===== config.mk =====
export PLATFORM = sky130hd
export DESIGN_NAME = ntm_cell
export DESIGN_NICKNAME = d
export VERILOG_FILES = /design/src/hw/rtl/ntm_pkg.sv /design/src/hw/rtl/ntm_cell.sv
export SDC_FILE = /design/constraint.sdc
export NUM_CORES = 1
export LEC_CHECK = 0
export ABC_AREA = 1
export BUFFER_PORTS_ARGS = -buffer_cell sky130_fd_sc_hd__buf_2
export CORE_UTILIZATION = 30
export CTS_CLUSTER_DIAMETER = 100
export DETAILED_ROUTE_END_ITERATION = 12
export PLACE_DENSITY_LB_ADDON = 0.3
export REMOVE_ABC_BUFFERS = 1
export SLEW_MARGIN = 10
export SYNTH_ARGS = -nofsm -noshare
export SYNTH_HDL_FRONTEND = slang
export SYNTH_SLANG_ARGS = --single-unit

===== constraint.sdc =====
create_clock -name clk -period 8.2 [get_ports clk]
set_clock_uncertainty 0.05 [all_clocks]
set_input_delay 2.46 -clock clk [delete_from_list [all_inputs] [get_ports clk]]
set_output_delay 2.46 -clock clk [all_outputs]
set_load 0.02 [all_outputs]

===== src/hw/rtl/ntm_pkg.sv =====
package ntm_pkg;

  localparam int STAMP_W    = 63;
  localparam int TAG_PORT_W = 16;
  localparam int REG_W      = 32;
  localparam int DROP_W     = 7;
  localparam int DIFF_W     = REG_W + 1;

  localparam int DEPTH_DEFAULT    = 64;
  localparam int TAG_BITS_DEFAULT = 16;

  localparam logic [REG_W-1:0]  TOL_RESET   = 32'd10000000;
  localparam logic [REG_W-1:0]  STALE_RESET = 32'd100000000;
  localparam logic [DROP_W-1:0] DROP_MAX    = 7'd127;

  // configuration register indexes
  localparam logic REG_MATCH_TOLERANCE = 1'b0;
  localparam logic REG_STALE_AGE       = 1'b1;

  // opcodes
  localparam logic OP_PUSH  = 1'b0;
  localparam logic OP_QUERY = 1'b1;

  typedef enum logic [1:0] {
    CELL_HOLD   = 2'd0,
    CELL_SHIFT  = 2'd1,
    CELL_ROTATE = 2'd2
  } cell_op_t;

  typedef struct packed {
    cell_op_t op;
    logic     wr_en;
  } cell_ctrl_t;

endpackage


===== src/hw/rtl/ntm_cell.sv =====
module ntm_cell #(
  parameter int IDX      = 0,
  parameter int IDX_W    = 6,
  parameter int TAG_BITS = ntm_pkg::TAG_BITS_DEFAULT
) (
  input  logic                       clk,
  input  ntm_pkg::cell_ctrl_t        ctrl,
  input  logic [IDX_W-1:0]           wr_idx,
  input  logic [IDX_W-1:0]           last_idx,
  input  logic [ntm_pkg::STAMP_W-1:0] wr_stamp,
  input  logic [TAG_BITS-1:0]        wr_tag,
  input  logic [ntm_pkg::STAMP_W-1:0] next_stamp,
  input  logic [TAG_BITS-1:0]        next_tag,
  input  logic [ntm_pkg::STAMP_W-1:0] head_stamp,
  input  logic [TAG_BITS-1:0]        head_tag,
  output logic [ntm_pkg::STAMP_W-1:0] stamp,
  output logic [TAG_BITS-1:0]        tag
);

  localparam logic [IDX_W-1:0] MY_IDX = IDX_W'(IDX);

  logic [ntm_pkg::STAMP_W-1:0] stamp_next;
  logic [TAG_BITS-1:0]         tag_next;

  always_comb begin
    stamp_next = stamp;
    tag_next   = tag;
    case (ctrl.op)
      ntm_pkg::CELL_SHIFT: begin
        stamp_next = next_stamp;
        tag_next   = next_tag;
      end
      ntm_pkg::CELL_ROTATE: begin
        // entries inside the window move down, the head wraps to the tail
        if (MY_IDX < last_idx) begin
          stamp_next = next_stamp;
          tag_next   = next_tag;
        end else if (MY_IDX == last_idx) begin
          stamp_next = head_stamp;
          tag_next   = head_tag;
        end
      end
      default: begin
      end
    endcase
    if (ctrl.wr_en && (wr_idx == MY_IDX)) begin
      stamp_next = wr_stamp;
      tag_next   = wr_tag;
    end
  end

  always_ff @(posedge clk) begin
    stamp <= stamp_next;
    tag   <= tag_next;
  end

endmodule


# Yosys cells after proc, flatten, opt, wreduce, memory -nomap -nowiden
# Cells that the tools add are included.
# Widths: inputs -> output; s select.
[totals] in_bits=253 word_cells=19 reg_bits=79
[classes] magnitude_cmp=1 n_eq_ne=3 reduce_logical=5 mux=8
[ops] operator="$mux 63" n=3
[ops] operator="$pmux 63 s2" n=1
[ops] operator="$mux 16" n=3
[ops] operator="$pmux 16 s2" n=1
[ops] operator="$logic_not 6->1" n=2
[ops] operator="$lt 1x6->1 const A" n=1
[ops] operator="$ne 4x4->1 const B" n=1
[ops] operator="$reduce_bool 3->1" n=1
[ops] operator="$eq 2x1->1 const B" n=1
[ops] operator="$eq 2x2->1 const B" n=1
[ops] operator="$reduce_and 2->1" n=1
[ops] operator="$logic_and 1x1->1" n=1

# Logic depth before layout (Yosys ltp)
# Gate-level depths: netlist of run 1.
[depth] ltp_word=5 ltp_mapped=9 depth_no_buf=7

# Least setup slack after synthesis of run 1
# Ideal clock, no wire load.
[synth_timing] path_type="input to register" from="in wr_idx[3]" to="reg stamp[0] (netlist name) (enable)" t_arrival_ns=4.900 setup_time_ns=0.988 t_required_ns=7.162 cell_stages=6 n_path_buf=2 slack_ns=2.261 cell_sequence="nor2_1 and2_1 buf_4 nand2_1 buf_2 nand3_1"
[synth_via] elab_chain_cells=4
[synth_lines] item="from (decl)" line_no="ntm_cell.sv:8" rtl="input logic [IDX_W-1:0] wr_idx,"
[synth_lines] item="$logic_not 6->1 (*)" line_no="ntm_cell.sv:46" rtl="if (ctrl.wr_en && (wr_idx == MY_IDX)) begin"
[synth_lines] item="$logic_and 1x1->1 (*)" line_no="ntm_cell.sv:46"
[synth_lines] item="$ne 4x4->1 (no line) or $reduce_bool 3->1 (tied branches)"
[synth_lines] item="$reduce_and 2->1 (no line) (*)"
[synth_lines] item="to (signal assigned)" line_no="ntm_cell.sv:53" rtl="stamp <= stamp_next;"
[synth_lines] item="to (decl)" line_no="ntm_cell.sv:16" rtl="output logic [ntm_pkg::STAMP_W-1:0] stamp,"
# Every way passes the cells marked *; elsewhere a longest branch is shown, timed or not.
# A chain may end at the register's enable or synchronous reset.

# Worst setup path after layout of run 1
[layout_timing] from="in wr_idx[1]" to="reg stamp[43] (netlist name) (enable)"
# Same word-level chain as after synthesis.

==> results of run 1 <==
metal layers:
metal / GRT usage (%) / up-vias / routed length [um]
met5: 0 / - / 0
met4: 6.90 / 0 / 277
met3: 4.23 / 19 / 1350
met2: 32.9 / 270 / 8020
met1: 21.3 / 2393 / 6550
li1: - / 2819 / -
critical path, cell delays in order:
cell and delay (ns):
buf_2 0.10, nor2_1 0.08, and2_2 0.66, nand2_4 0.70
nand3_4 0.66, buf_4 0.58
cell families after synthesis:
logic type | synth area share, %
flip-flops | 46.7
AND/OR/NAND/NOR | 36.6
buffers and inverters | 16.7
power groups by stage:
stage | Sequential, mW | Combinational, mW | Clock (mW)
after floorplan | 0.574 | 0.0599 | 0
after global placement | 0.513 | 0.241 | 0
after detailed placement | 0.515 | 0.242 | 0
after CTS | 0.506 | 0.242 | 0.416
after global routing | 0.509 | 0.262 | 0.430
final | 0.505 | 0.239 | 0.400
sequential cells by signal (all words and copies together) (netlist names):
name   count
stamp     63
tag       16
cell usage after synthesis:
library cell / number / share of area [%]
inv_2: 2 / 0.15
buf_1: 1 / 0.074
or2_2: 1 / 0.12
inv_1: 163 / 12
edfxtp_1: 79 / 47
nand2_2: 2 / 0.25
nand3_1: 238 / 23
and2_1: 1 / 0.12
clkbuf_1: 29 / 2.1
buf_4: 5 / 0.74
buf_6: 1 / 0.22
nor3b_1: 1 / 0.15
buf_2: 14 / 1.4
nor2_1: 2 / 0.15
nand2_1: 162 / 12
nor2_4: 2 / 0.44
cell type report:
type / count / area [um^2]
fill: 1728 / 9430
sequential: 79 / 2370
multi-input combinational: 409 / 1890
timing repair buffer: 336 / 1690
inverter: 165 / 619
tap: 220 / 275
clock buffer: 9 / 225
clock inverter: 7 / 72.6
antenna: 1 / 2.50
final timing paths:
kind / start / to / slack [ns] / depth (start not counted)
max: wr_idx[1] / stamp[43]$_DFFE_PP_ / 2.80 / 6
min: wr_stamp[55] / stamp[55]$_DFFE_PP_ / 2.38 / 3
per-stage QoR:
stage / instances / setup TNS [ns] / total power, mW / area, um^2 / utilization (%)
finish: 1226 / 0 / 1.15 / 7150 / 43.1
global route: 1225 / 0 / 1.20 / 7150 / 43.1
CTS: 1225 / 0 / 1.16 / 7150 / 43.1
detailed placement: 1209 / 0 / 0.756 / 6850 / 41.3
global placement: 1209 / 0 / 0.754 / 6850 / 41.3
floorplan: 653 / -506.08 / 0.634 / 4850 / -
==> impl_metrics.xml, run 1 <==
<?xml version="1.0" encoding="UTF-8"?>
<metrics>
  <group name="run_status">
    <metric name="status" unit="">finished clean</metric>
  </group>
  <group name="clock_network">
    <metric name="clkSinkCount" unit="">79</metric>
    <metric name="cts.repair_timing.setup_buffer_count" unit="">0</metric>
    <metric name="root_buffer" unit="">clkbuf_16</metric>
    <metric name="cts.repair.resized" unit="">0</metric>
    <metric name="cts.reportedPaths.clkPinSlew" unit="ns">0.07</metric>
    <metric name="cts_made_buffers" unit="">9</metric>
    <metric name="post_cts_hold_buffer_count" unit="">0</metric>
    <metric name="clk_path_buf_depth" unit="">2</metric>
    <metric name="cts_tree" unit="">built</metric>
    <metric name="htree_levels" unit="">3</metric>
  </group>
  <group name="worst_setup_path">
    <metric name="criticalPathCategory" unit="">primary input to flip-flop</metric>
    <metric name="worst_ep_arrival_time" unit="ns">5.31</metric>
    <metric name="worst-endpoint-required" unit="ns">8.12</metric>
    <metric name="cp_max_fo" unit="">80</metric>
    <metric name="setup.worst_path.end_class" unit="">flip-flop</metric>
    <metric name="critPathLaunchType" unit="">primary input</metric>
  </group>
  <group name="yosys">
    <metric name="synth_warnings" unit="">0</metric>
    <metric name="synth.ff_latch_count" unit="">79</metric>
    <metric name="yosysSeqAreaShare" unit="%">46.7</metric>
    <metric name="synthesis.area" unit="um^2">5080</metric>
    <metric name="synthesis.instances" unit="">703</metric>
    <metric name="syn-mean-instance-area" unit="um^2">7.23</metric>
    <metric name="synth_cell_types" unit="">16</metric>
  </group>
  <group name="floorplan">
    <metric name="fp.dieArea" unit="um^2">17500</metric>
    <metric name="core" unit="um^2">16600</metric>
    <metric name="start_util" unit="%">30.7</metric>
    <metric name="die_w" unit="um">132</metric>
    <metric name="chipHeight" unit="um">132</metric>
    <metric name="num_rows" unit="">47</metric>
    <metric name="floorplan.io_pins" unit="">332</metric>
  </group>
  <group name="global_routing">
    <metric name="gr-total-overflow" unit="">0</metric>
    <metric name="groute.usage.overall" unit="%">18.4</metric>
    <metric name="grt_first_pass_wirelength" unit="mm">25.5</metric>
    <metric name="vias_in_the_first_global_route" unit="">5172</metric>
    <metric name="grt_start_max_net_pins" unit="">81</metric>
    <metric name="number_of_antenna_violations_at_the_first_check_in_global_routing" unit="">1</metric>
  </group>
  <group name="timing">
    <metric name="min_period_over_period" unit="%">65.8</metric>
    <metric name="fin_hold_ws" unit="ns">2.38</metric>
    <metric name="hold_viol_final" unit="">0</metric>
    <metric name="timing.final.max_slew_violations" unit="">0</metric>
    <metric name="postLayoutSetupSlackWorst" unit="ns">2.80</metric>
    <metric name="layout_min_cycle_time" unit="ns">5.40</metric>
    <metric name="finalSetupViolCount" unit="">0</metric>
    <metric name="tightest_slew" unit="ns">1.01</metric>
    <metric name="slew-limit-headroom" unit="%">32.2</metric>
    <metric name="max_freq" unit="GHz">0.185</metric>
    <metric name="rsz0062_at_grt" unit="">false</metric>
  </group>
  <group name="detailed_routing">
    <metric name="routedWlPerCell" unit="um">13.2</metric>
    <metric name="initialDrtViolationCount" unit="">273</metric>
    <metric name="routed_wl" unit="mm">16.2</metric>
    <metric name="number_of_routed_nets_with_antenna_violations" unit="">0</metric>
    <metric name="drt_pass1_iterations" unit="">5</metric>
    <metric name="via_per_instance_ratio" unit="">4.49</metric>
    <metric name="route.vias.total" unit="">5501</metric>
    <metric name="detail_route.drc_violations" unit="">0</metric>
  </group>
  <group name="worst_hold_path">
    <metric name="worstHoldPathType" unit="">primary input to flip-flop</metric>
  </group>
  <group name="power">
    <metric name="vdd.ir_drop.worst" unit="V">0.0000840</metric>
    <metric name="part_of_the_power_in_combinational_logic" unit="%">20.9</metric>
    <metric name="p_clk_share" unit="%">35.0</metric>
    <metric name="power_frac_seq" unit="%">44.1</metric>
    <metric name="net_sw_share" unit="%">28.2</metric>
    <metric name="internal-power" unit="mW">0.823</metric>
    <metric name="power.density" unit="nW/um^2">160</metric>
    <metric name="p_leak" unit="nW">4.13</metric>
    <metric name="power_spent_charging_and_discharging_nets" unit="mW">0.323</metric>
  </group>
  <group name="placement">
    <metric name="detailedPlace.worstSlack" unit="ns">2.38</metric>
    <metric name="gp_congestion" unit="">0.803</metric>
    <metric name="io_buffer_count" unit="">331</metric>
    <metric name="dp_hpwl" unit="mm">11.4</metric>
  </group>
  <group name="final_layout">
    <metric name="finish.net_count" unit="">1253</metric>
    <metric name="commonest_cells_after_routing_fill_and_taps_aside" unit="">buf_2, nand3_1, inv_1, nand2_1, edfxtp_1</metric>
    <metric name="areaGrowthSynthToFinish" unit="%">40.7</metric>
    <metric name="layout.cells.most_common" unit="">buf_2</metric>
    <metric name="layout-drive-gt1-share" unit="%">36.0</metric>
  </group>
  <group name="flow_run">
    <metric name="max-cap-violations" unit="">0</metric>
  </group>
</metrics>
No activity file was read; power rests on OpenSTA's default activity.
==> run 2: changes to the inputs <==
--- a/config.mk
+++ b/config.mk
@@ -5,11 +5,12 @@
 export SDC_FILE = /design/constraint.sdc
 export NUM_CORES = 1
 export LEC_CHECK = 0
-export ABC_AREA = 1
+export ABC_AREA = 0
 export BUFFER_PORTS_ARGS = -buffer_cell sky130_fd_sc_hd__buf_2
-export CORE_UTILIZATION = 30
+export CORE_AREA = 2 2 129 131
 export CTS_CLUSTER_DIAMETER = 100
 export DETAILED_ROUTE_END_ITERATION = 12
+export DIE_AREA = 0 0 131 133
 export PLACE_DENSITY_LB_ADDON = 0.3
 export REMOVE_ABC_BUFFERS = 1
 export SLEW_MARGIN = 10
==> constraint.sdc (replaced) <==
create_clock -name clk -period 4.5 [get_ports clk]
set_clock_uncertainty 0.05 [all_clocks]
set_input_delay 1.35 -clock clk [delete_from_list [all_inputs] [get_ports clk]]
set_output_delay 1.35 -clock clk [all_outputs]
set_load 0.02 [all_outputs]
==> run 2 against run 1 <==
- power up 83%
- final area down 9.8%
- critical path depth down 1
- first-iteration DRC count up 14%
- area after synthesis down 13%
- cell count down 20%
- combinational power up 100%
- global-route usage down 0.27 points
- sequential share of layout area up 3.6 points
- worst setup slack worse by 1.3 ns
- worst hold slack worse by 1.1 ns
- critical endpoint is now stamp[27]$_DFFE_PP_
==> impl_metrics.xml, run 2 <==
<?xml version="1.0" encoding="UTF-8"?>
<metrics>
  <group name="global_routing">
    <metric name="gr-total-overflow" unit="">0</metric>
    <metric name="grt_first_pass_wirelength" unit="mm">24.7</metric>
    <metric name="grt_start_max_net_pins" unit="">80</metric>
    <metric name="vias_in_the_first_global_route" unit="">4758</metric>
    <metric name="groute.usage.overall" unit="%">18.1</metric>
    <metric name="number_of_antenna_violations_at_the_first_check_in_global_routing" unit="">0</metric>
  </group>
  <group name="final_layout">
    <metric name="top_register_by_number_of_flip_flops" unit="">stamp</metric>
    <metric name="layout.cells.most_common" unit="">buf_2</metric>
    <metric name="finish.net_count" unit="">1009</metric>
    <metric name="largest_reg_flops" unit="">63</metric>
    <metric name="final_antenna_diode_count" unit="">0</metric>
    <metric name="areaGrowthSynthToFinish" unit="%">45.4</metric>
    <metric name="layout-drive-gt1-share" unit="%">47.7</metric>
    <metric name="post_layout_nonfiller_instances" unit="">981</metric>
    <metric name="reg.largest.list" unit="">stamp (63), tag (16)</metric>
    <metric name="fill_cells" unit="">1661</metric>
  </group>
  <group name="floorplan">
    <metric name="num_rows" unit="">47</metric>
    <metric name="die_w" unit="um">131</metric>
    <metric name="floorplan.io_pins" unit="">332</metric>
    <metric name="chipHeight" unit="um">133</metric>
    <metric name="fp.dieArea" unit="um^2">17400</metric>
    <metric name="start_util" unit="%">27.5</metric>
    <metric name="core" unit="um^2">16200</metric>
  </group>
  <group name="clock_network">
    <metric name="cts_tree" unit="">built</metric>
    <metric name="post_cts_hold_buffer_count" unit="">0</metric>
    <metric name="root_buffer" unit="">clkbuf_16</metric>
    <metric name="cts.repair_timing.setup_buffer_count" unit="">0</metric>
    <metric name="clkSinkCount" unit="">79</metric>
    <metric name="cts.reportedPaths.clkPinSlew" unit="ns">0.07</metric>
    <metric name="clk_path_buf_depth" unit="">2</metric>
    <metric name="htree_levels" unit="">3</metric>
    <metric name="cts_made_buffers" unit="">9</metric>
    <metric name="cts.repair.resized" unit="">0</metric>
  </group>
  <group name="worst_setup_path">
    <metric name="critical-path-slowest-cell" unit="">or4b_4</metric>
    <metric name="cp_cell_sequence" unit="">buf_2 -&gt; or4b_4 -&gt; or2_4 -&gt; nand2_4 -&gt; buf_4</metric>
    <metric name="critPathMaxStageDelay" unit="ns">0.56</metric>
    <metric name="cp_max_fo" unit="">25</metric>
    <metric name="critPathLaunchType" unit="">primary input</metric>
    <metric name="criticalPathCategory" unit="">primary input to flip-flop</metric>
    <metric name="setup.worst_path.end_class" unit="">flip-flop</metric>
    <metric name="worst-endpoint-required" unit="ns">4.46</metric>
    <metric name="worst_ep_arrival_time" unit="ns">2.93</metric>
  </group>
  <group name="yosys">
    <metric name="yosys-top-cells-area" unit="">edfxtp_1, a31oi_1, nand3_1, nor3_1, o21ai_1</metric>
    <metric name="synth_commonest_cells" unit="">a31oi_1, edfxtp_1, nand3_1, nor3_1, o21ai_1</metric>
    <metric name="synthesis.area" unit="um^2">4440</metric>
    <metric name="synth-edff-count" unit="">79</metric>
    <metric name="syn-mean-instance-area" unit="um^2">9.55</metric>
    <metric name="synth_warnings" unit="">0</metric>
    <metric name="yosysSeqAreaShare" unit="%">53.4</metric>
    <metric name="synth-async-reset-ratio" unit="%">0</metric>
    <metric name="synth_top_flop_cell" unit="">edfxtp_1</metric>
    <metric name="netlist.area_leader.share" unit="%">53.4</metric>
    <metric name="yosysTopAreaCell" unit="">edfxtp_1</metric>
    <metric name="synth.ff_latch_count" unit="">79</metric>
    <metric name="synthesis.instances" unit="">465</metric>
    <metric name="synth_cell_types" unit="">18</metric>
  </group>
  <group name="detailed_routing">
    <metric name="number_of_routed_nets_with_antenna_violations" unit="">0</metric>
    <metric name="initialDrtViolationCount" unit="">311</metric>
    <metric name="routed_wl" unit="mm">16.8</metric>
    <metric name="via_per_instance_ratio" unit="">5.19</metric>
    <metric name="routedWlPerCell" unit="um">17.1</metric>
    <metric name="route.vias.total" unit="">5087</metric>
    <metric name="drt_pass1_iterations" unit="">5</metric>
    <metric name="detail_route.drc_violations" unit="">0</metric>
  </group>
  <group name="timing">
    <metric name="max_freq" unit="GHz">0.336</metric>
    <metric name="tightest_slew" unit="ns">0.943</metric>
    <metric name="finalSetupViolCount" unit="">0</metric>
    <metric name="rsz0062_at_grt" unit="">false</metric>
    <metric name="min_period_over_period" unit="%">66.1</metric>
    <metric name="hold_viol_final" unit="">0</metric>
    <metric name="slew-limit-headroom" unit="%">37.1</metric>
    <metric name="setup_total_negative_slack" unit="ns">0</metric>
    <metric name="layout_min_cycle_time" unit="ns">2.98</metric>
    <metric name="fin_hold_ws" unit="ns">1.31</metric>
    <metric name="postLayoutSetupSlackWorst" unit="ns">1.52</metric>
    <metric name="timing.final.max_slew_violations" unit="">0</metric>
  </group>
  <group name="placement">
    <metric name="dp_hpwl" unit="mm">11.0</metric>
    <metric name="place.detailed.instances" unit="">965</metric>
    <metric name="io_buffer_count" unit="">331</metric>
    <metric name="gp_congestion" unit="">0.785</metric>
    <metric name="detailedPlace.worstSlack" unit="ns">1.15</metric>
  </group>
  <group name="power">
    <metric name="power.density" unit="nW/um^2">325</metric>
    <metric name="total_power" unit="mW">2.10</metric>
    <metric name="p_leak" unit="nW">2.51</metric>
    <metric name="vdd.ir_drop.worst" unit="V">0.000196</metric>
  </group>
  <group name="run_status">
    <metric name="status" unit="">finished clean</metric>
  </group>
  <group name="flow_run">
    <metric name="max-cap-violations" unit="">0</metric>
  </group>
  <group name="worst_hold_path">
    <metric name="worstHoldPathType" unit="">primary input to flip-flop</metric>
  </group>
</metrics>
==> run 2: cell types whose count changed in the layout (fill, tap and decap cells not counted), sizes merged, moves of 79 or more <==
cell / delta
nand2: -163
nor3: +79
nand3: -159
a31oi: +79
o21ai: +79
inv: -166
==> run 2: path summary, 6_finish.rpt <==
path                        from                  end  cells after the start
worst min-delay path  wr_tag[15]    tag[15]$_DFFE_PP_                      3
worst max-delay path   wr_idx[2]  stamp[27]$_DFFE_PP_                      5
==> run 2: critical path: cells and delay by family <==
kind	cells	cell delay [ns]
and+or+nand+nor	3	1.09
buffers and inverters	2	0.47
==> run 2: cell type report <==
cell class / count / area, um^2 / area share, %
multi-input combinational: 325 / 1800 / 27.8
clock buffer: 10 / 229 / 3.55
timing repair buffer: 341 / 1740 / 27.0
sequential: 79 / 2370 / 36.7
clock inverter: 6 / 37.5 / 0.581
tap: 220 / 275 / 4.26
==> run 2: per-layer routing <==
metal | routed length, um | global-route usage [%] | part of all wire (%)
met1 | 6650 | 22.2 | 40
met2 | 8280 | 30.5 | 49
met3 | 1550 | 4.29 | 9.2
met4 | 318 | 7.03 | 1.9
met5 | 0 | 0 | 0
==> run 2: kinds of logic after synthesis <==
kind of cell	after synthesis	synth area share (%)
xor+xnor	1	0.197
simple gates	166	19.4
buf+inv	61	6.93
flops	79	53.4
compound gates	158	20.0
==> run 2: through the flow <==
step           instance area (um^2)  utilization, %
6_report                       6460            39.9
4_1_cts                        6460            39.9
2_1_floorplan                  4130               -
3_5_place_dp                   6190            38.3
5_1_grt                        6460            39.9
3_3_place_gp                   6190            38.3
==> run 2: power breakdown <==
group          switching (mW)  internal [mW]  total [mW]  leakage (nW)
clock network           0.302          0.371       0.673         0.126
registers              0.0225          0.926       0.949         0.774
logic                   0.298          0.180       0.478          1.61
